`config.mk`:
```
export PLATFORM = sky130hd
export DESIGN_NAME = bmf3_front
export DESIGN_NICKNAME = d
export VERILOG_FILES = /design/src/bmf3_pkg.sv /design/src/bmf3_front.sv
export SDC_FILE = /design/constraint.sdc
export NUM_CORES = 1
export LEC_CHECK = 0
export ABC_CLOCK_PERIOD_IN_PS = 1800
export BUFFER_PORTS_ARGS = -buffer_cell sky130_fd_sc_hd__buf_2
export CAP_MARGIN = 15
export CORE_MARGIN = 3
export CORE_UTILIZATION = 45
export CTS_CLUSTER_DIAMETER = 120
export CTS_CLUSTER_SIZE = 40
export DETAILED_ROUTE_END_ITERATION = 8
export PLACE_DENSITY = 0.64
export SYNTH_ARGS = -nofsm -noshare
export SYNTH_HDL_FRONTEND = slang
export SYNTH_SLANG_ARGS = --single-unit
```
`constraint.sdc`:
```
create_clock -name clk -period 1.8 [get_ports clk]
set_input_delay 0.18 -clock clk [delete_from_list [all_inputs] [get_ports clk]]
set_output_delay 0.18 -clock clk [all_outputs]
set_load 0.01 [all_outputs]
```
`src/bmf3_pkg.sv`:
```
package bmf3_pkg;

	localparam int VOXEL_BITS   = 16;
	localparam int MAX_DIM_DEF  = 256;
	localparam int MAX_MASK_DEF = 7;

	localparam int CFG_W     = 9;
	localparam int CFG_IDX_W = 2;
	localparam int MASK_W    = 3;

	localparam logic [CFG_IDX_W-1:0] REG_SIZE_X = 2'd0;
	localparam logic [CFG_IDX_W-1:0] REG_SIZE_Y = 2'd1;
	localparam logic [CFG_IDX_W-1:0] REG_SIZE_Z = 2'd2;
	localparam logic [CFG_IDX_W-1:0] REG_MASK   = 2'd3;

	localparam logic [CFG_W-1:0]  SIZE_RST = 9'd256;
	localparam logic [MASK_W-1:0] MASK_RST = 3'd3;

	localparam int FQ_DEPTH = 4;
	localparam int FQ_AW    = 2;

	typedef struct packed {
		logic signed [VOXEL_BITS-1:0] voxel_in;
		logic                         flush;
	} vox_t;

	typedef struct packed {
		logic signed [VOXEL_BITS-1:0] voxel_out;
		logic                         last;
	} res_t;

endpackage

```
`src/bmf3_front.sv`:
```
module bmf3_front (
	input  logic           clk,
	input  logic           arst_n,
	input  logic           hold,
	input  logic           vox_valid,
	output logic           vox_stall,
	input  bmf3_pkg::vox_t vox,
	output logic           q_valid,
	output bmf3_pkg::vox_t q_item,
	input  logic           q_pop
);
	import bmf3_pkg::*;

	vox_t             fifo_q [FQ_DEPTH];
	logic [FQ_AW-1:0] wr_ptr_q, rd_ptr_q;
	logic [FQ_AW:0]   cnt_q;
	logic             push;
	vox_t             item_c;

	assign vox_stall = hold || (cnt_q == (FQ_AW+1)'(FQ_DEPTH));
	assign push      = vox_valid && !vox_stall;
	assign q_valid   = (cnt_q != '0);
	assign q_item    = fifo_q[rd_ptr_q];

	// filler transactions carry no voxel
	always_comb begin
		item_c = vox;
		if (vox.flush)
			item_c.voxel_in = '0;
	end

	always_ff @(posedge clk) begin
		if (push)
			fifo_q[wr_ptr_q] <= item_c;
	end

	always_ff @(posedge clk or negedge arst_n) begin
		if (!arst_n) begin
			wr_ptr_q <= '0;
			rd_ptr_q <= '0;
			cnt_q    <= '0;
		end else begin
			if (push)
				wr_ptr_q <= wr_ptr_q + FQ_AW'(1);
			if (q_pop)
				rd_ptr_q <= rd_ptr_q + FQ_AW'(1);
			if (push && !q_pop)
				cnt_q <= cnt_q + (FQ_AW+1)'(1);
			else if (!push && q_pop)
				cnt_q <= cnt_q - (FQ_AW+1)'(1);
		end
	end

endmodule

```
* Yosys cells after proc, flatten, opt, wreduce, memory -nomap -nowiden
Memory sizes are Yosys's and may differ from the RTL's.
Cells that the tools add are included.
** Storage, ports and cells
- Bits in registers :: 7
- RAM bits :: 68
- Input bits :: 22
- Output and inout bits :: 19
- Logic and storage cells :: 23
- Memories kept :: 1
** Cells by class
- Add/subtract/negate cells :: 4
- Eq/ne operators :: 1
- Multiplexer cells :: 5
- Reductions and logical operators :: 9
** Memory list
- fifo_q :: words 4, width 17, read ports 1, clocked after Yosys merged registers in 0, write ports 1, RTL line bmf3_front.sv:14 : vox_t fifo_q [FQ_DEPTH];
** Operator list (number)
- 16-bit 2-to-1 mux :: 1
- 3-bit 2-to-1 mux :: 2
- 2-bit by 1-bit adder with 2-bit output (second input constant) :: 2
- 3-bit by 1-bit adder with 3-bit output (second input constant) :: 1
- 3-bit equality test (second input constant) :: 1
- 1-bit logical AND :: 3
- 1-bit logical NOT :: 3
- 3-bit nonzero test :: 1
- 3-bit by 1-bit subtractor with 3-bit output (second input constant) :: 1
- 1-bit 2-to-1 mux :: 2
- 2-bit nonzero test :: 1
- 1-bit logical OR :: 1

* Longest topological paths before layout
- Word-level depth :: 8
- Depth in mapped cells :: 8
- Depth with buffers taken out :: 8

* Worst setup path before layout
No wires, ideal clock.
- Path type :: flip-flop to flip-flop
- From :: register cnt_q[0]
- To :: register cnt_q[2]
- Setup time :: 79 ps
- Data arrival time :: 1726 ps
- Data required time :: 1721 ps
- Path slack :: -6 ps
- Cell stages (with the launch flop) :: 9
- Cell sequence :: dfrtp_1 > nor2_1 > a21oi_2 > ha_1 > inv_1 > fa_1 > xor2_1 > nor2_1 > xor2_1
** On the way
- Longest elaborated chain between the ends :: 7
- Elaborated cells on any way between the ends :: 12
- Classes of those cells :: 2 x add/sub; 1 x eq/ne; 2 x mux; 7 x reduce/logical
** RTL lines
- start: declaration :: RTL line bmf3_front.sv:16 : logic [FQ_AW:0] cnt_q;
- start signal: assignment :: RTL line bmf3_front.sv:48 : cnt_q <= cnt_q + (FQ_AW+1)'(1);
- start signal: assignment :: RTL line bmf3_front.sv:50 : cnt_q <= cnt_q - (FQ_AW+1)'(1);
- 3-bit equality test * :: RTL line bmf3_front.sv:20 : assign vox_stall = hold || (cnt_q == (FQ_AW+1)'(FQ_DEPTH));
- 1-bit logical OR * :: RTL line bmf3_front.sv:20
- 1-bit logical NOT * :: RTL line bmf3_front.sv:21 : assign push = vox_valid && !vox_stall;
- 1-bit logical AND * :: RTL line bmf3_front.sv:21
- named net push :: RTL line bmf3_front.sv:17 : logic push;
- 1-bit logical NOT :: RTL line bmf3_front.sv:49 : else if (!push && q_pop)
- 1-bit logical AND :: RTL line bmf3_front.sv:49
- 2-bit nonzero test (no line)
The timed path passes the listed nets; every way through them passes the cells marked *. The select of a mux whose other input is x is not followed.
A chain may end at the register's enable or synchronous reset.

==> results.md <==
- For this run, the post-layout net count is approximately 230.
- The clock skew after layout is 7.53 ps.
- The number of nets produced by synthesis is 171.
- The register-to-register path setup slack is 50 ps.
- The type of the worst setup path is flip-flop to output port.
- Along the worst path, the maximum fanout reaches 8.
- The final setup violation count is 5.
- Summed over all instances, the cell type with the most area after synthesis is sky130_fd_sc_hd__edfxtp_1.
- The initial antenna violation count is 0.
- STA classifies the critical path endpoint as an output port.
- The I/O pin count is 41.
- The largest incremental delay on the critical path is 520 ps.
- STA classifies the critical path startpoint as a flip-flop.
- The horizontal die dimension is 87.9 um.
- Summed over its instances, the top area cell type makes up 67.7% of the synthesized netlist area.
- Counting both buffers and inverters, the worst setup path holds a total of 2.
- The count of inserted antenna diode cells is 0.
- The combined area of the multi-input logic cells is 731 um2.
- Measured on the finished design, the core utilization comes to 58.2%.
- The launch point of the worst hold path is q_pop.
- Row generation in the floorplan step produced 29 rows.
- The pin count of the biggest net entering global routing is 21.
- The DRC violations left is 0.
- The wire length per cell after detailed routing is around 18 um.
- For the pin with the worst max-slew slack, the measured transition is 412 ps.
- In the post-route analysis, the smallest setup slack over all paths is -17.2 ps.
- The Yosys step of the flow raised 0 warnings.
- In the post-synthesis netlist, the biggest area contributors are sky130_fd_sc_hd__edfxtp_1, sky130_fd_sc_hd__mux4_1, sky130_fd_sc_hd__mux4_2.
- The worst register-to-register path has a depth of 7.
- The length of the first detailed-routing pass in iterations is 4.
- Clock tree synthesis inserted a total of 9 buffers.
- Traced cell by cell, the critical path runs through clkbuf_16 -> mux4_2 -> buf_6.
- Across every metal layer, demand over resource in global routing totals 14.0%.
- The most common library cell in the layout ignoring fill and taps is sky130_fd_sc_hd__edfxtp_1.
- The final route contains 1465 vias.
- The worst hold path terminates at rd_ptr_q[0].
- The final critical-path required period is 1820 ps.
- IR analysis of the VDD net gives a maximum drop of between 0.0009 and 0.001 V.
- Across the run, the number of max-cap violations was 0.
- Synthesis instantiated 22 different standard cells from the library.
- The area overhead of the layout relative to synthesis is 23.8%.
- The cell area that synthesis handed to floorplanning was a little over 3000 um2.
- The die height is 87.9 um.
- The leakage power is 1.40 nW.
- The clock latency on the worst-skew pair is between 300 and 400 ps.
- The number of hold-slack violations in the final timing report is 0.
- The detailed router finished its first iteration with 78 violations.
- The top cell types in the final layout, fill and taps aside, are sky130_fd_sc_hd__edfxtp_1, sky130_fd_sc_hd__buf_2, sky130_fd_sc_hd__nor2b_1.
- The number of vias per cell after detailed routing is 5.10.
- The remaining number of nets flagged by the antenna check after routing is 0.
- The number of standard cells in the layout, taps in and fillers out is 287.
- Summed over all layers, the routed wires come to 5080 um.
- Setup repair after global routing could not meet its margin everywhere.
- The total congestion overflow after global routing is 0.
- Clock tree synthesis selected as its root buffer the cell sky130_fd_sc_hd__clkbuf_8.
- The wire length of the first global-routing pass is 7680 um.
- In the synthesized netlist, the number of instances is 143.
- The relative max-transition margin is 72.5%.
- The synthesized design contains 75 register bits.
- Cells with a size suffix above 1 make up 41.9% of the layout.
- The via count of the first global-routing pass was 1544.
- For the worst setup path, the data required time is between 1500 and 2000 ps.
- After layout, the worst path uses 101% of the clock period.
- The global placer's final weighted congestion is between 0.6 and 0.7.
- After clock tree synthesis, the clock-pin slew on the worst setup and hold paths is roughly 70 ps.
- The cell total after placement is approximately 270.
- The slowest stage of the critical path belongs to the cell sky130_fd_sc_hd__mux4_2.
- Counting along the longest clock path gives a buffer depth of 2.
- The area taken by flip-flops and latches is 2220 um2.
- The worst register-to-register path ends at cnt_q[2].
- In this run the tool buffered the top-level ports with 40 buffer cells.
- The critical path depth is 3.
- The worst hold path depth is 2.
- The TritonCTS clock tree is built.
- The flow ran to the end, but the final reports show violations.
- Once the floorplan was initialized, standard cells occupied 47.0% of the core.
- The kind of cell adding the most delay to the critical path is multiplexers.
- The share of the Yosys chip area taken by registers is about three quarters.
- The number of clock sinks is 75.
- The number of fill cells is 466.
- Once detailed placement completed, the half-perimeter wirelength came to 3280 um.
- Dividing total power by cell area gives a power density of 1530 nW/um2.
- In this run the number of H-tree levels came out at 3.
- The start of the worst register-to-register path is cnt_q[2].
- For the worst setup path, the data arrival time is 1640 ps.
- The final count of pins violating max slew came to 0.
- The mean post-synth cell area is 21.1 um2.
- The checks that failed: negative setup slack.
- The worst min-delay path category is input pin to flip-flop.
- In this run the standard cell core region covers 6420 um2.
- The achievable frequency is between 500 and 600 MHz.
- The die covers 7720 um2.
-- synthesized netlist by cell type --
library cell,count
sky130_fd_sc_hd__or3_1,1
sky130_fd_sc_hd__nor2b_1,16
sky130_fd_sc_hd__edfxtp_1,68
sky130_fd_sc_hd__nand2b_1,1
sky130_fd_sc_hd__mux4_1,9
sky130_fd_sc_hd__a21oi_1,1
sky130_fd_sc_hd__nor2_1,2
sky130_fd_sc_hd__fa_1,1
sky130_fd_sc_hd__a21oi_2,1
sky130_fd_sc_hd__and2_1,4
sky130_fd_sc_hd__xor2_1,3
sky130_fd_sc_hd__clkbuf_1,1
sky130_fd_sc_hd__inv_1,5
sky130_fd_sc_hd__ha_1,5
sky130_fd_sc_hd__dfrtp_1,7
sky130_fd_sc_hd__buf_12,1
sky130_fd_sc_hd__mux2_2,2
sky130_fd_sc_hd__buf_6,1
sky130_fd_sc_hd__xnor2_1,3
sky130_fd_sc_hd__mux4_2,8
sky130_fd_sc_hd__buf_2,2
sky130_fd_sc_hd__nand2_1,1
-- stage by stage --
stage | hold slack [ps] | total power, mW | setup TNS [ps] | area [um2] | setup WS (ps)
3_5_place_dp | 22.0 | 3.83 | 0 | 3370 | 10.1
2_1_floorplan | -116 | 3.31 | 0 | 3020 | 2.74
5_1_grt | 53.3 | 5.98 | -1220 | 3740 | -93.7
6_report | 48.9 | 5.70 | -36.6 | 3740 | -17.2
3_3_place_gp | 16.0 | 3.76 | 0 | 3370 | 135
4_1_cts | 33.2 | 5.57 | -333 | 3660 | -52.0
-- sequential cells by signal, summed over array words and instances, names as in the netlist --
signal / count
fifo_q: 68
cnt_q: 3
rd_ptr_q: 2
wr_ptr_q: 2
-- worst max path at each step --
stage | start | endpoint
after CTS | rd_ptr_q[0] | q_item[6]
final | rd_ptr_q[0] | q_item[15]
after global placement | cnt_q[1] | cnt_q[2]
after global routing | rd_ptr_q[0] | q_item[16]
after floorplan | cnt_q[0] | cnt_q[2]
after detailed placement | cnt_q[1] | cnt_q[2]
-- area by class of cell --
type / count / area share, %
Clock buffer: 9 / 3.32
Clock inverter: 6 / 3.68
Sequential cell: 75 / 59.4
Inverter: 5 / 0.502
Timing Repair Buffer: 57 / 11.0
Tap cell: 77 / 2.58
Multi-Input combinational cell: 58 / 19.6
-- power breakdown --
group	switching [mW]	internal [mW]
Combinational	0.794	0.987
Sequential	0.116	2.16
Clock	0.579	1.06
Total	1.49	4.21
-- repair_timing --
item,in CTS,in global routing
hold endpoints to repair,7,0
gates resized for setup,5,9
buffers inserted,2,1
gates cloned,0,1
hold buffers,1,0
setup endpoints to repair,18,19
-- kinds of logic (layout without fill, tap and decap cells) --
logic type / Yosys count / in the layout / share of synthesized area [%]
AO/OA/AOI/OAI: 2 / 2 / 0.456
XOR/XNOR: 6 / 6 / 1.74
adder cells (fa/ha/maj): 6 / 6 / 2.74
buffers and inverters: 10 / 77 / 2.11
flip-flops: 75 / 75 / 73.5
multiplexers: 19 / 19 / 14.6
AND/OR/NAND/NOR: 25 / 25 / 4.93
-- per-layer routing --
layer / GRT usage [%] / vias up / wire length (um) / share of wire (%)
li1: - / 686 / - / -
met1: 16.3 / 723 / 2020 / 40
met3: 3.39 / 17 / 173 / 3.4
met4: 8.65 / 0 / 175 / 3.4
met5: 0 / - / 0 / 0
met2: 23.5 / 39 / 2720 / 53
Note: power is estimated with default switching activity, not from simulation.
