## src/bmf3_pkg.sv

```systemverilog
package bmf3_pkg;

	localparam int VOXEL_BITS   = 16;
	localparam int MAX_DIM_DEF  = 256;
	localparam int MAX_MASK_DEF = 7;

	localparam int CFG_W     = 9;
	localparam int CFG_IDX_W = 2;
	localparam int MASK_W    = 3;

	localparam logic [CFG_IDX_W-1:0] REG_SIZE_X = 2'd0;
	localparam logic [CFG_IDX_W-1:0] REG_SIZE_Y = 2'd1;
	localparam logic [CFG_IDX_W-1:0] REG_SIZE_Z = 2'd2;
	localparam logic [CFG_IDX_W-1:0] REG_MASK   = 2'd3;

	localparam logic [CFG_W-1:0]  SIZE_RST = 9'd256;
	localparam logic [MASK_W-1:0] MASK_RST = 3'd3;

	localparam int FQ_DEPTH = 4;
	localparam int FQ_AW    = 2;

	typedef struct packed {
		logic signed [VOXEL_BITS-1:0] voxel_in;
		logic                         flush;
	} vox_t;

	typedef struct packed {
		logic signed [VOXEL_BITS-1:0] voxel_out;
		logic                         last;
	} res_t;

endpackage

```

## src/bmf3_cfg.sv

```systemverilog
module bmf3_cfg #(
	parameter int MAX_DIM  = bmf3_pkg::MAX_DIM_DEF,
	parameter int MAX_MASK = bmf3_pkg::MAX_MASK_DEF,
	localparam int DW   = $clog2(MAX_DIM + 1),
	localparam int PLW  = $clog2(MAX_DIM * MAX_DIM + 1),
	localparam int POSW = $clog2(MAX_DIM * MAX_DIM * MAX_DIM + 1),
	localparam int RMAX = (MAX_MASK - 1) / 2,
	localparam int RW   = $clog2(RMAX + 1),
	localparam int EW   = $clog2(MAX_MASK + 1),
	localparam int CW   = $clog2(MAX_MASK * MAX_MASK * MAX_MASK + 1)
) (
	input  logic                            clk,
	input  logic                            arst_n,
	input  logic                            cfg_we,
	input  logic [bmf3_pkg::CFG_IDX_W-1:0]  cfg_index,
	input  logic [bmf3_pkg::CFG_W-1:0]      cfg_wdata,
	output logic                            busy,
	output logic [DW-1:0]                   sx,
	output logic [DW-1:0]                   sy,
	output logic [DW-1:0]                   sz,
	output logic [RW-1:0]                   r,
	output logic [EW-1:0]                   edge_len,
	output logic [PLW-1:0]                  plane,
	output logic [POSW-1:0]                 total,
	output logic [POSW-1:0]                 lag,
	output logic [CW-1:0]                   cnt
);
	import bmf3_pkg::*;

	logic [CFG_W-1:0]  size_x_q, size_y_q, size_z_q;
	logic [MASK_W-1:0] mask_q;
	logic [1:0]        busy_q;
	logic [EW-1:0]     m_c;

	logic [DW-1:0]     sx_s1, sy_s1, sz_s1;
	logic [RW-1:0]     r_s1;
	logic [EW-1:0]     edge_s1;
	logic [PLW-1:0]    plane_s1;
	logic [POSW-1:0]   rz_s1;
	logic [2*EW-1:0]   edge2_s1;

	function automatic logic [DW-1:0] clamp_dim(input logic [CFG_W-1:0] v);
		logic [DW-1:0] res_v;
		if (v == '0)
			res_v = DW'(1);
		else if (32'(v) > MAX_DIM)
			res_v = DW'(MAX_DIM);
		else
			res_v = DW'(v);
		return res_v;
	endfunction

	always_ff @(posedge clk or negedge arst_n) begin
		if (!arst_n) begin
			size_x_q <= SIZE_RST;
			size_y_q <= SIZE_RST;
			size_z_q <= SIZE_RST;
			mask_q   <= MASK_RST;
			busy_q   <= 2'd3;
		end else begin
			if (cfg_we) begin
				busy_q <= 2'd3;
				unique case (cfg_index)
					REG_SIZE_X: size_x_q <= cfg_wdata;
					REG_SIZE_Y: size_y_q <= cfg_wdata;
					REG_SIZE_Z: size_z_q <= cfg_wdata;
					REG_MASK:   mask_q   <= cfg_wdata[MASK_W-1:0];
				endcase
			end else if (busy_q != 2'd0) begin
				busy_q <= busy_q - 2'd1;
			end
		end
	end

	assign busy = (busy_q != 2'd0);

	always_comb begin
		if (32'(mask_q) > MAX_MASK)
			m_c = EW'(MAX_MASK);
		else
			m_c = EW'(mask_q);
		if (!m_c[0])
			m_c = (m_c == '0) ? EW'(1) : m_c - EW'(1);
	end

	always_ff @(posedge clk) begin
		sx_s1    <= clamp_dim(size_x_q);
		sy_s1    <= clamp_dim(size_y_q);
		sz_s1    <= clamp_dim(size_z_q);
		r_s1     <= RW'(m_c >> 1);
		edge_s1  <= m_c;
		plane_s1 <= PLW'(clamp_dim(size_y_q)) * PLW'(clamp_dim(size_z_q));
		rz_s1    <= POSW'(m_c >> 1) * POSW'(clamp_dim(size_z_q));
		edge2_s1 <= (2*EW)'(m_c) * (2*EW)'(m_c);

		sx       <= sx_s1;
		sy       <= sy_s1;
		sz       <= sz_s1;
		r        <= r_s1;
		edge_len <= edge_s1;
		plane    <= plane_s1;
		total    <= POSW'(sx_s1) * POSW'(plane_s1);
		lag      <= POSW'(r_s1) * POSW'(plane_s1) + rz_s1 + POSW'(r_s1);
		cnt      <= CW'(CW'(edge2_s1) * CW'(edge_s1));
	end

endmodule

```

## config.mk

```make
export PLATFORM = sky130hd
export DESIGN_NAME = bmf3_cfg
export DESIGN_NICKNAME = d
export VERILOG_FILES = /design/src/bmf3_pkg.sv /design/src/bmf3_cfg.sv
export SDC_FILE = /design/constraint.sdc
export NUM_CORES = 1
export LEC_CHECK = 0
export BUFFER_PORTS_ARGS = -buffer_cell sky130_fd_sc_hd__buf_4
export CORE_MARGIN = 1.5
export CORE_UTILIZATION = 35
export DETAILED_ROUTE_END_ITERATION = 8
export PLACE_DENSITY = 0.62
export REMOVE_ABC_BUFFERS = 1
export SLEW_MARGIN = 30
export SYNTH_ARGS = -nofsm -noshare
export SYNTH_HDL_FRONTEND = slang
export SYNTH_SLANG_ARGS = --single-unit
```

## constraint.sdc

```tcl
create_clock -name clk -period 11.05 [get_ports clk]
set_input_delay 0 -clock clk [delete_from_list [all_inputs] [get_ports clk]]
set_output_delay 0 -clock clk [all_outputs]
set_load 0.01 [all_outputs]
```

* After elaboration in Yosys (flattened, before gate mapping)
Index checks and enable logic that the tools add are counted.
** Cells by class
- Reductions and logical operators :: 12
- Add/sub/neg operators :: 4
- Eq/ne operators :: 3
- Magnitude comparators :: 3
- Multipliers :: 6
- Muxes and demuxes :: 9
** Operators with widths (count)
- 9-bit two-way mux :: 5
- 9-bit greater-than comparator, second input constant :: 3
- 9-bit zero test :: 3
- 25-bit by 2-bit adder with 25-bit output :: 1
- 9-bit by 17-bit multiplier with 25-bit output :: 1
- 19-bit by 11-bit adder with 20-bit output :: 1
- 2-bit by 17-bit multiplier with 19-bit output :: 1
- 9-bit by 9-bit multiplier with 17-bit output :: 1
- 2-bit by 9-bit multiplier with 11-bit output :: 1
- 6-bit by 3-bit multiplier with 9-bit output :: 1
- 2-bit AND reduction :: 4
- 3-bit by 3-bit multiplier with 6-bit output :: 1
- 3-bit two-way mux :: 2
- 2-bit == test, second input constant :: 2
- 2-bit two-way mux :: 2
- 2-bit nonzero test :: 2
- 3-bit zero test :: 1
- 3-bit by 1-bit subtractor with 3-bit output, second input constant :: 1
- 2-bit by 1-bit == test with 1-bit output, second input constant :: 1
- 2-bit zero test :: 1
- 2-bit OR reduction :: 1
- 2-bit by 1-bit subtractor with 2-bit output, second input constant :: 1
** Word-level totals
- Bits of input ports :: 14
- Flip-flop bits (word level) :: 206

* Logic depth before layout (Yosys ltp)
Gate-level depths: netlist of the first run.
- Depth after elaboration :: 4
- Mapped depth :: 24
- Gate-level depth less buffers :: 23

* Worst setup path after synthesis of the first run
OpenSTA, ideal clock, no wires.
- Path kind :: register -> register
- Start point :: reg sx_s1[2]
- End point :: reg total[18]
- Setup slack :: 6.001 ns
- Data required time :: 10.986 ns
- Arrival :: 4.985 ns
- Library setup time :: 0.064 ns
- Buffers on the path :: 2
- Stages on the path, launching flop included :: 20
- Period minus slack after synthesis :: 5.049 ns
- Cell sequence :: dfxtp_1 > clkbuf_1 > clkbuf_1 > nand2_1 > fa_1 > inv_1 > fa_1 > ha_1 > inv_1 > fa_1 > inv_1 > ha_1 > nor2b_1 > o21a_1 > o21ai_0 > a31oi_1 > o311ai_0 > a21oi_1 > or4b_2 > nand4_1
** On the way
- Longest elaborated chain between the ends :: 1
** Ends and longest elaborated chain
- from (decl) :: line bmf3_cfg.sv:35 : logic [DW-1:0] sx_s1, sy_s1, sz_s1;
- from (signal assigned) :: line bmf3_cfg.sv:87 : sx_s1 <= clamp_dim(size_x_q);
- 9-bit by 17-bit multiplier with 25-bit output :: line bmf3_cfg.sv:102 : total <= POSW'(sx_s1) * POSW'(plane_s1);
- to (signal assigned) :: line bmf3_cfg.sv:102
- to (decl) :: line bmf3_cfg.sv:24 : output logic [POSW-1:0] total,
Every way passes these cells.
A chain may end at the register's enable or synchronous reset.

* Worst setup path in the final report of the first run
Ends and elaborated chain as after synthesis.

==> run_results.csv, run 1 <==
group,metric,value,unit
synthesis,yosysSeqAreaShare,28.19,%
drt,routed_via_density,4.709,
global_route,first_global_vias,10472,
cells_and_area,post-route-cell-area,16360,sq um
floorplanning,die_h,205.7,um
synthesis,synthDistinctLibCells,70,
synthesis,yosys_warnings,0,
setup_path,path_buf_inv,3,
timing,period_minus_slack,5.517,ns
worst_hold_path,worstHoldPathCells,3,
synthesis,synth_ff_type,"dfxtp_1",
clock_tree,cts-root-buf,"clkbuf_16",
run_status,status,"finished, final reports clean",
run,maxCapViolCount,0,
floorplanning,chipWidth,205.7,um
clock_tree,clkSinkCount,194,
timing,drv_slew,0,
floorplanning,initial_core_util,35.36,%
timing,fin_crit_sh,49.93,%
setup_path,slowest_stage,"dfxtp_1",
synthesis,ys_seq_elements,194,
synthesis,synthTopCellsByArea,"fa_1 (24%), dfxtp_1 (23%), ha_1 (11%)",
drt,remaining_drc_errors,0,
timing,max_clock_freq,181.3,MHz
cells_and_area,multi_input_area,9165,sq um
cells_and_area,nets,1902,
drt,drt_first_pass_iters,4,
placement,place_ws,5.602,ns
global_route,grt_max_degree,26,
clock_tree,post_cts_resized,0,
cells_and_area,area_delta_synth_final,13.79,%
floorplanning,die-area,42290,sq um
timing,setup_viol,0,
placement,placed_area,15680,sq um
cells_and_area,finalNonFillerCells,2137,
floorplanning,row_count,74,
worst_hold_path,min_path_type,"in -> reg",
timing,tightest_slew,0.8708,ns
synthesis,synth-async-reset-ratio,16.49,%
placement,portBuffers,117,
setup_path,start_kind,"register",
floorplanning,io_pins,123,
global_route,grt_overflow,0,
setup_path,rr_worst_depth,17,
placement,dp.cells,2092,
setup_path,crit_chain,"nand2_1, fa_1, inv_1, fa_1, ha_1, inv_1, fa_1, inv_1, ha_1, nor2b_1, o21a_1, o21ai_0, a31oi_1, o311ai_0, a21oi_1, or4b_2, nand4_1",
drt,ant_nets,0,
setup_path,critical_path_required,11.45,ns
timing,setup_ws,5.533,ns
clock_tree,cts_buffer_depth,2,
synthesis,syn-cell-area,14370,sq um
synthesis,yosysTopAreaCell,"fa_1",
clock_tree,cts_tree,"done",
clock_tree,clock_latency,0.46,ns
timing,maxSlewHeadroom,41.56,%
setup_path,critical_path.top_delay_family,"adder cells",
cells_and_area,seqCellArea,4054,sq um
setup_path,cp_data_arrival_time,5.91,ns
power_and_ir_drop,ir_drop,213.6,uV
synthesis,synth-edff-count,0,
global_route,antenna_found_initial,0,
placement,routabilityCongestion,0.8977,
power_and_ir_drop,p_per_area,274.5,nW/um^2
clock_tree,hold_buffers,13,
timing,hold_viol,0,
clock_tree,clkTransAtPathRegs,0.08,ns
power_and_ir_drop,p_total,4490,uW
cells_and_area,fillers,4001,
setup_path,cpPeakStageDelay,0.78,ns
placement,dpl.hpwl,24880,um
clock_tree,cts_buffers,17,
clock_tree,cts_max_level,4,
drt,wl,32040,um
setup_path,crit_cells,17,
synthesis,avgSynthCellArea,9.583,sq um
synthesis,synthCells,1500,
global_route,grt.total_usage,16.28,%
cells_and_area,n_antenna_cell,0,
power_and_ir_drop,p_leak,0.008282,uW
drt,vias,10064,
timing,rsz0062_at_grt,"false",
clock_tree,cts_setup_buffers,0,
global_route,grt_pass1_wl,53390,um
setup_path,endpoint_kind,"register",
cells_and_area,layout-drive-gt1-share,12.83,%
setup_path,worstSetupPathType,"reg -> reg",
timing,finalSetupTns,0,ns
synthesis,synth_top_area_share,23.68,%
floorplanning,core,40650,sq um
drt,wire_per_inst,14.99,um
timing,finClkSkew,0.01150,ns
drt,drt_iter0_drc,451,
setup_path,path_max_fanout,18,
-- power by group --
part	internal, uW	switching, uW
combinational	1230	1480
clock	290	288
sequential	945	252
-- worst paths after layout --
check / endpoint / from / slack, ns
max reg2reg: total[18]$_DFF_P_ / sx_s1[2]$_SDFF_PP0_ / 5.53
max in group asynchronous: size_z_q[3]$_DFFE_PN0P_ / arst_n / 10.79
min in group asynchronous: mask_q[0]$_DFFE_PN1P_ / arst_n / 0.10
max: total[18]$_DFF_P_ / sx_s1[2]$_SDFF_PP0_ / 5.53
min: mask_q[0]$_DFFE_PN1P_ / cfg_index[0] / 0.03
min reg2reg: sz[4]$_DFF_P_ / sz_s1[4]$_DFF_P_ / 0.33
-- cells by family after synthesis --
family                   count (synthesis)  share of synthesized area [%]
buffers and inverters                  306                          8.200
flip-flops                             194                          28.19
other                                    2                        0.05225
AO/OA/AOI/OAI                          133                          6.398
XOR/XNOR                                71                          4.326
adder cells (fa/ha/maj)                296                          34.64
AND/OR/NAND/NOR                        468                          15.84
multiplexers                            30                          2.342
-- metal layers --
| metal | GRT usage, % | vias to the layer above | part of all wire (%) |
|---|---|---|---|
| met5 | 0 | - | 0 |
| met3 | 2.787 | 37 | 4.3 |
| met1 | 21.05 | 4997 | 46 |
| met2 | 27.16 | 185 | 48 |
| li1 | - | 4845 | - |
| met4 | 6.048 | 0 | 2.2 |
-- final cells by class --
type / instances / share of cell area (%)
timing repair buffer: 131 / 6.273
tap: 532 / 4.070
multi-input combinational: 1005 / 56.04
sequential: 194 / 24.79
clock inverter: 14 / 0.6349
clock buffer: 18 / 2.624
inverter: 243 / 5.577
-- cell usage after synthesis (8+ instances only) --
library cell	number
ha_1	126
dfrtp_1	25
nand3_1	11
fa_1	170
mux2_2	29
a21oi_1	37
xor2_1	18
a21o_1	17
dfxtp_1	162
and2_1	94
xnor2_1	53
inv_1	239
nand2_1	192
o21bai_1	8
buf_4	8
clkbuf_1	54
nor2_1	87
nand2b_1	22
nor3_1	11
o21ai_0	18
-- cells in the final DEF, fill, tap and decap left out, types with 4 or more instances in the layout --
cell type and instances:
dfrtp_1 25, ha_1 126, xnor2_1 53, and3_1 4
or2_2 6, o21ai_0 18, clkinv_1 5, dfxtp_1 161
a21oi_1 36, a21o_1 17, conb_1 7, inv_6 4
o31ai_1 5, nand4_1 6, dlygate4sd3_1 12, nand3_1 11
nor3_1 11, o21a_1 5, nand3b_1 4, clkinvlp_4 4
dfstp_2 7, a211oi_1 5, or3_1 4, fa_1 170
nor4_1 7, a31oi_1 6, xor2_1 18, and2_1 94
inv_1 239, mux2_2 29, nor2b_1 6, clkbuf_16 17
nand2_1 192, buf_4 118, nor2_1 87, nand2b_1 22
o21bai_1 8
-- tightest hold or removal path, stage by stage --
cell and delay (ns):
buf_4 0.12, nand3_1 0.17, mux2_2 0.18
-- state kept, by name, summed over array words and instances (netlist names), 5 cells and up --
register,flops
total,25
sz_s1,9
sy,9
sx,9
lag,20
sz,9
rz_s1,11
edge2_s1,5
size_y_q,9
sx_s1,9
plane_s1,17
cnt,9
size_z_q,9
size_x_q,9
sy_s1,9
plane,17
-- through the flow --
step	hold slack [ns]	utilization (%)
after floorplan	-0.2956	-
after global placement	-0.04841	38.57
after detailed placement	-0.04515	38.58
after CTS	0.0005921	40.24
after global routing	0.04385	40.24
final	0.03272	40.24
Power figures use the tool's default switching activity.
==> run 2: changes to the inputs <==
Settings changed: PLACE_DENSITY 0.62 to 0.63.
Clock period 11.05 ns to 4.5 ns, I/O delays scaled along.
==> run_results.csv, run 2 (synthesized netlist as in run 1, its figures left out) <==
group,metric,value,unit
timing,fin_hold_ws,0.3264,ns
drt,drt_first_pass_iters,4,
global_route,grt.total_usage,17.25,%
clock_tree,clkTransAtPathRegs,0.07,ns
drt,wire_per_inst,14.86,um
setup_path,critical_path.most_common_cell,"fa_1",
timing,rsz0062_at_grt,"true",
setup_path,cp_data_arrival_time,4.99,ns
power_and_ir_drop,ir_drop,641.3,uV
placement,dp.cells,2262,
cells_and_area,layout_commonest_cell,"buf_4",
power_and_ir_drop,p_total,13570,uW
placement,place_ws,-0.5484,ns
cells_and_area,layout-drive-gt1-share,29.32,%
drt,drt_iter0_drc,387,
clock_tree,cts_buffer_depth,2,
setup_path,cpPeakStageDelay,0.49,ns
setup_path,path_max_fanout,6,
placement,routabilityCongestion,0.8802,
cells_and_area,final_cell_mix,"buf_4 (292), inv_1 (220), nand2_1 (179)",
power_and_ir_drop,p_leak,0.009325,uW
setup_path,critical_path_required,4.84,ns
placement,portBuffers,117,
clock_tree,cts-root-buf,"clkbuf_16",
drt,vias,10796,
clock_tree,cts_buffers,17,
clock_tree,clock_latency,0.46,ns
run_status,status,"complete, but fails checks",
floorplanning,initial_core_util,35.36,%
setup_path,endpoint_kind,"register",
setup_path,slowest_stage,"fa_1",
timing,period_minus_slack,4.653,ns
global_route,grt_pass1_wl,56710,um
power_and_ir_drop,p_per_area,731.7,nW/um^2
floorplanning,row_count,74,
setup_path,worstSetupPathType,"reg -> reg",
setup_path,crit_chain,"nor4_2, a21oi_2, or2_4, inv_8, nand2_4, fa_1, inv_1, fa_1, ha_1, inv_2, fa_1, fa_2, nor2b_2, o21ai_2, a21boi_2, o21ai_2, a21boi_2, o2111ai_2, a31oi_1, xnor2_1",
global_route,antenna_found_initial,1,
cells_and_area,largest-register,"total",
cells_and_area,largest_register_ffs,25,
drt,routed_via_density,4.628,
drt,remaining_drc_errors,0,
run,maxCapViolCount,0,
floorplanning,core,40650,sq um
cells_and_area,area_delta_synth_final,29.06,%
timing,tightest_slew,0.8962,ns
floorplanning,die_h,205.7,um
global_route,grt_max_degree,25,
floorplanning,chipWidth,205.7,um
timing,setup_ws,-0.1529,ns
cells_and_area,n_antenna_cell,0,
global_route,grt_overflow,0,
timing,fin_crit_sh,103.4,%
floorplanning,die-area,42290,sq um
clock_tree,cts_tree,"done",
cells_and_area,top_regs,"total x25, lag x20",
floorplanning,io_pins,123,
cells_and_area,finalNonFillerCells,2333,
cells_and_area,fillers,3806,
timing,maxSlewHeadroom,39.85,%
clock_tree,clkSinkCount,194,
global_route,first_global_vias,11650,
timing,drv_slew,0,
drt,wl,34660,um
timing,max_clock_freq,214.9,MHz
setup_path,start_kind,"register",
timing,finClkSkew,0.007494,ns
cells_and_area,nets,2098,
timing,setup_viol,8,
run_status,violations,"setup timing",
timing,hold_viol,0,
placement,dpl.hpwl,27770,um
worst_hold_path,min_path_type,"reg -> reg",
clock_tree,cts_max_level,4,
drt,ant_nets,0,
-- run 2: changes by cell type in the layout (fill, tap and decap cells not counted), sizes merged --
| cell | delta |
|---|---|
| clkinv | +2 |
| buf | +192 |
| inv | -1 |
| clkinvlp | -3 |
| bufinv | +2 |
| dlygate4sd3 | +4 |
-- run 2: report_power, final --
| part | switching (uW) | internal [uW] | total (uW) |
|---|---|---|---|
| registers | 338 | 2350 | 2680 |
| clock network | 679 | 814 | 1490 |
| logic | 4810 | 4580 | 9400 |
-- run 2: cell type report --
class / count / area, sq um / share of cell area [%]
well taps: 532 / 665.6 / 3.588
clock buffers: 18 / 429.2 / 2.313
clock inverters: 14 / 135.1 / 0.7284
inverters: 243 / 923.4 / 4.977
repair buffers: 327 / 2603 / 14.03
multi-input cells: 1005 / 9696 / 52.26
flip-flops and latches: 194 / 4100 / 22.10
-- run 2: per-stage QoR --
stage | instance area, sq um | util (%) | TNS [ns]
after floorplan | 14130 | - | -1.594
after global placement | 16990 | 41.80 | -4.508
after detailed placement | 17000 | 41.81 | -5.879
after CTS | 18100 | 44.53 | -0.6106
after global routing | 18550 | 45.64 | -2.407
final | 18550 | 45.64 | -0.6608
-- run 2: critical path, delay by kind of cell (launching register included) --
family                     cells  cell delay [ns]
AOI/OAI and AO/OA              7             0.97
xor gates and xnor gates       1             0.10
adders and majority gates      5             2.13
buffers and inverters          3             0.18
DFF                            1             0.39
and+or+nand+nor                4             0.77
-- run 2: worst paths after layout --
kind / startpoint / depth (start not counted) / to / slack (ns)
setup / recovery: size_z_q[7]$_DFFE_PN0P_ / 20 / plane_s1[16]$_DFF_P_ / -0.15
hold / removal: sz_s1[6]$_DFF_P_ / 0 / sz[6]$_DFF_P_ / 0.33
setup reg to reg: size_z_q[7]$_DFFE_PN0P_ / 20 / plane_s1[16]$_DFF_P_ / -0.15
hold reg to reg: sz_s1[6]$_DFF_P_ / 0 / sz[6]$_DFF_P_ / 0.33
max in group asynchronous: arst_n / 4 / size_y_q[4]$_DFFE_PN0P_ / 3.34
min in group asynchronous: arst_n / 3 / size_x_q[2]$_DFFE_PN0P_ / 0.43
-- run 2: what timing repair did --
| action | 4_1_cts | 5_1_grt |
|---|---|---|
| endpoints found under the setup margin | 17 | 17 |
| buffers inserted | 14 | 10 |
| hold buffers | 17 | 0 |
| gates resized for setup | 84 | 101 |
| pin swaps | 52 | 82 |
| endpoints found under the hold margin | 64 | 0 |
-- run 2: metal layers --
metal  track usage (%)  vias up  share of wire, %
li1                  -     5238                 -
met1             21.68     5309                45
met2             29.70      187                49
met3             2.455       60               2.9
met4             6.856        2               3.1
met5                 0        -             0.038
==> run 3: changes to the inputs <==
Settings changed: CORE_MARGIN 1.5 to not set, GPL_TIMING_DRIVEN set to 0.
==> run_results.csv, run 3 (synthesized netlist as in run 1, its figures left out) <==
group,metric,value,unit
timing,fin_crit_sh,105.3,%
floorplanning,chipWidth,204.7,um
global_route,grt_pass1_wl,55140,um
clock_tree,cts-root-buf,"clkbuf_16",
clock_tree,cts_buffer_depth,2,
power_and_ir_drop,pwr-share-clk,12.4,%
drt,wl,34720,um
placement,place_ws,-1.121,ns
cells_and_area,layout-drive-gt1-share,25.63,%
cells_and_area,final_cell_mix,"inv_1 (220), buf_4 (200), nand2_1 (181)",
cells_and_area,seqCellArea,4144,sq um
timing,tightest_slew,0.8678,ns
clock_tree,cts_max_level,4,
cells_and_area,finalNonFillerCells,2238,
setup_path,path_max_fanout,8,
clock_tree,clkSinkCount,194,
power_and_ir_drop,ir_drop,613.9,uV
timing,setup_viol,12,
run_status,violations,"setup timing",
placement,dpl.hpwl,24050,um
cells_and_area,top_regs,"total x25, lag x20",
run,maxCapViolCount,0,
timing,hold_viol,0,
power_and_ir_drop,power.switching,5687,uW
setup_path,worstSetupPathType,"reg -> reg",
setup_path,rr_worst_depth,20,
power_and_ir_drop,pwr-share-comb,65.0,%
global_route,grt_max_degree,32,
cells_and_area,area_delta_synth_final,24.62,%
timing,max_clock_freq,211.1,MHz
worst_hold_path,min_from,"cfg_we",
cells_and_area,largest-register,"total",
setup_path,cp_data_arrival_time,5.12,ns
drt,drt_first_pass_iters,5,
setup_path,startpoint,"size_z_q[2]$_DFFE_PN0P_",
worst_hold_path,worstHoldPathCells,3,
floorplanning,die-area,41880,sq um
global_route,grt.total_usage,16.89,%
drt,routed_via_density,4.744,
floorplanning,row_count,73,
cells_and_area,largest_register_ffs,25,
power_and_ir_drop,power_frac_seq,22.6,%
floorplanning,die_h,204.7,um
power_and_ir_drop,p_leak,0.008918,uW
cells_and_area,n_antenna_cell,0,
power_and_ir_drop,p_int,7073,uW
cells_and_area,multi_input_area,9638,sq um
floorplanning,io_pins,123,
setup_path,timing.rr.start,"size_z_q[2]$_DFFE_PN0P_",
drt,vias,10617,
drt,drt_iter0_drc,464,
timing,drv_slew,0,
cells_and_area,nets,2010,
drt,remaining_drc_errors,0,
cells_and_area,layout_commonest_cell,"inv_1",
placement,portBuffers,117,
timing,fin_hold_ws,0.3273,ns
clock_tree,clock_latency,0.46,ns
clock_tree,cts_buffers,17,
global_route,first_global_vias,10946,
clock_tree,cts_tree,"done",
drt,wire_per_inst,15.51,um
floorplanning,core,40100,sq um
global_route,grt_overflow,0,
floorplanning,initial_core_util,35.85,%
timing,period_minus_slack,4.738,ns
timing,setup_ws,-0.2381,ns
cells_and_area,fillers,3727,
setup_path,endpoint_kind,"register",
timing,finClkSkew,0.01543,ns
placement,routabilityCongestion,0.8440,
setup_path,critical_path_required,4.88,ns
global_route,antenna_found_initial,1,
placement,dp.cells,2084,
drt,ant_nets,0,
power_and_ir_drop,p_per_area,712.4,nW/um^2
timing,maxSlewHeadroom,41.41,%
clock_tree,clkTransAtPathRegs,0.08,ns
setup_path,start_kind,"register",
timing,rsz0062_at_grt,"true",
run_status,status,"complete, but fails checks",
worst_hold_path,min_path_type,"in -> reg",
power_and_ir_drop,p_sw_share,44.57,%
run 3: cell types whose count changed in the layout (fill, tap and decap cells not counted), sizes merged:
cell,before,now
clkinvlp,1,2
inv,243,248
dlygate4sd3,16,18
bufinv,2,1
clkbuf,18,21
buf,311,219
clkinv,11,5
run 3: area by class of cell:
class / count / share of cell area (%)
Clock inverter: 13 / 0.7474
Tap cell: 525 / 3.667
Multi-Input combinational cell: 1005 / 53.81
Sequential cell: 194 / 23.13
Timing Repair Buffer: 239 / 10.88
Inverter: 243 / 5.169
Clock buffer: 19 / 2.592
run 3: metal layers:
metal	GRT usage [%]	vias to the layer above	wire, um
met1	21.09	5271	15170
met4	4.504	0	518
met5	0	-	0
met2	29.03	235	17260
met3	3.913	39	1775
li1	-	5072	-
run 3: path summary, 6_finish.rpt:
path	endpoint	slack, ns
worst max-delay path	plane_s1[16]$_DFF_P_	-0.24
worst min-delay path	busy_q[1]$_DFFE_PN1P_	0.33
worst max register to register	plane_s1[16]$_DFF_P_	-0.24
worst min register to register	sy[0]$_DFF_P_	0.33
max in group asynchronous	size_x_q[6]$_DFFE_PN0P_	3.08
min in group asynchronous	size_x_q[3]$_DFFE_PN0P_	0.58
run 3: what timing repair did:
action	4_1_cts	5_1_grt
resized for setup	109	88
hold buffers	18	0
hold endpoints to repair	64	0
setup endpoints to repair	24	26
pin swaps	38	65
setup buffers	46	58
run 3: critical path, stage by stage, from the launching register on:
cell       delay, ns
dfrtp_1         0.39
nor4_2          0.29
a21oi_1         0.12
or2_4           0.28
inv_8           0.09
nand2_4         0.05
fa_1            0.51
inv_1           0.06
fa_1            0.51
inv_2           0.05
fa_1            0.47
fa_1            0.54
inv_2           0.05
ha_4            0.27
o21ai_2         0.06
a21boi_2        0.18
o21ai_2         0.08
a21boi_2        0.18
o2111ai_2       0.13
a31oi_1         0.20
xnor2_1         0.15
run 3: through the flow:
stage / cell area [sq um] / setup TNS (ns) / total power [uW] / utilization (%)
2_1_floorplan: 14130 / -1.594 / 7695 / -
3_3_place_gp: 15660 / -12.42 / 9594 / 39.06
3_5_place_dp: 15670 / -13.35 / 9729 / 39.07
4_1_cts: 17110 / -1.503 / 12010 / 42.67
5_1_grt: 17910 / -4.725 / 13980 / 44.67
6_report: 17910 / -1.348 / 12760 / 44.67
run 3: power by group through the flow:
stage,Combinational (uW),Clock [uW],Sequential [uW]
floorplan,4860,0,2830
global placement,6620,0,2980
detailed placement,6740,0,2990
CTS,7430,1640,2940
global route,9330,1710,2950
finish,8290,1580,2880
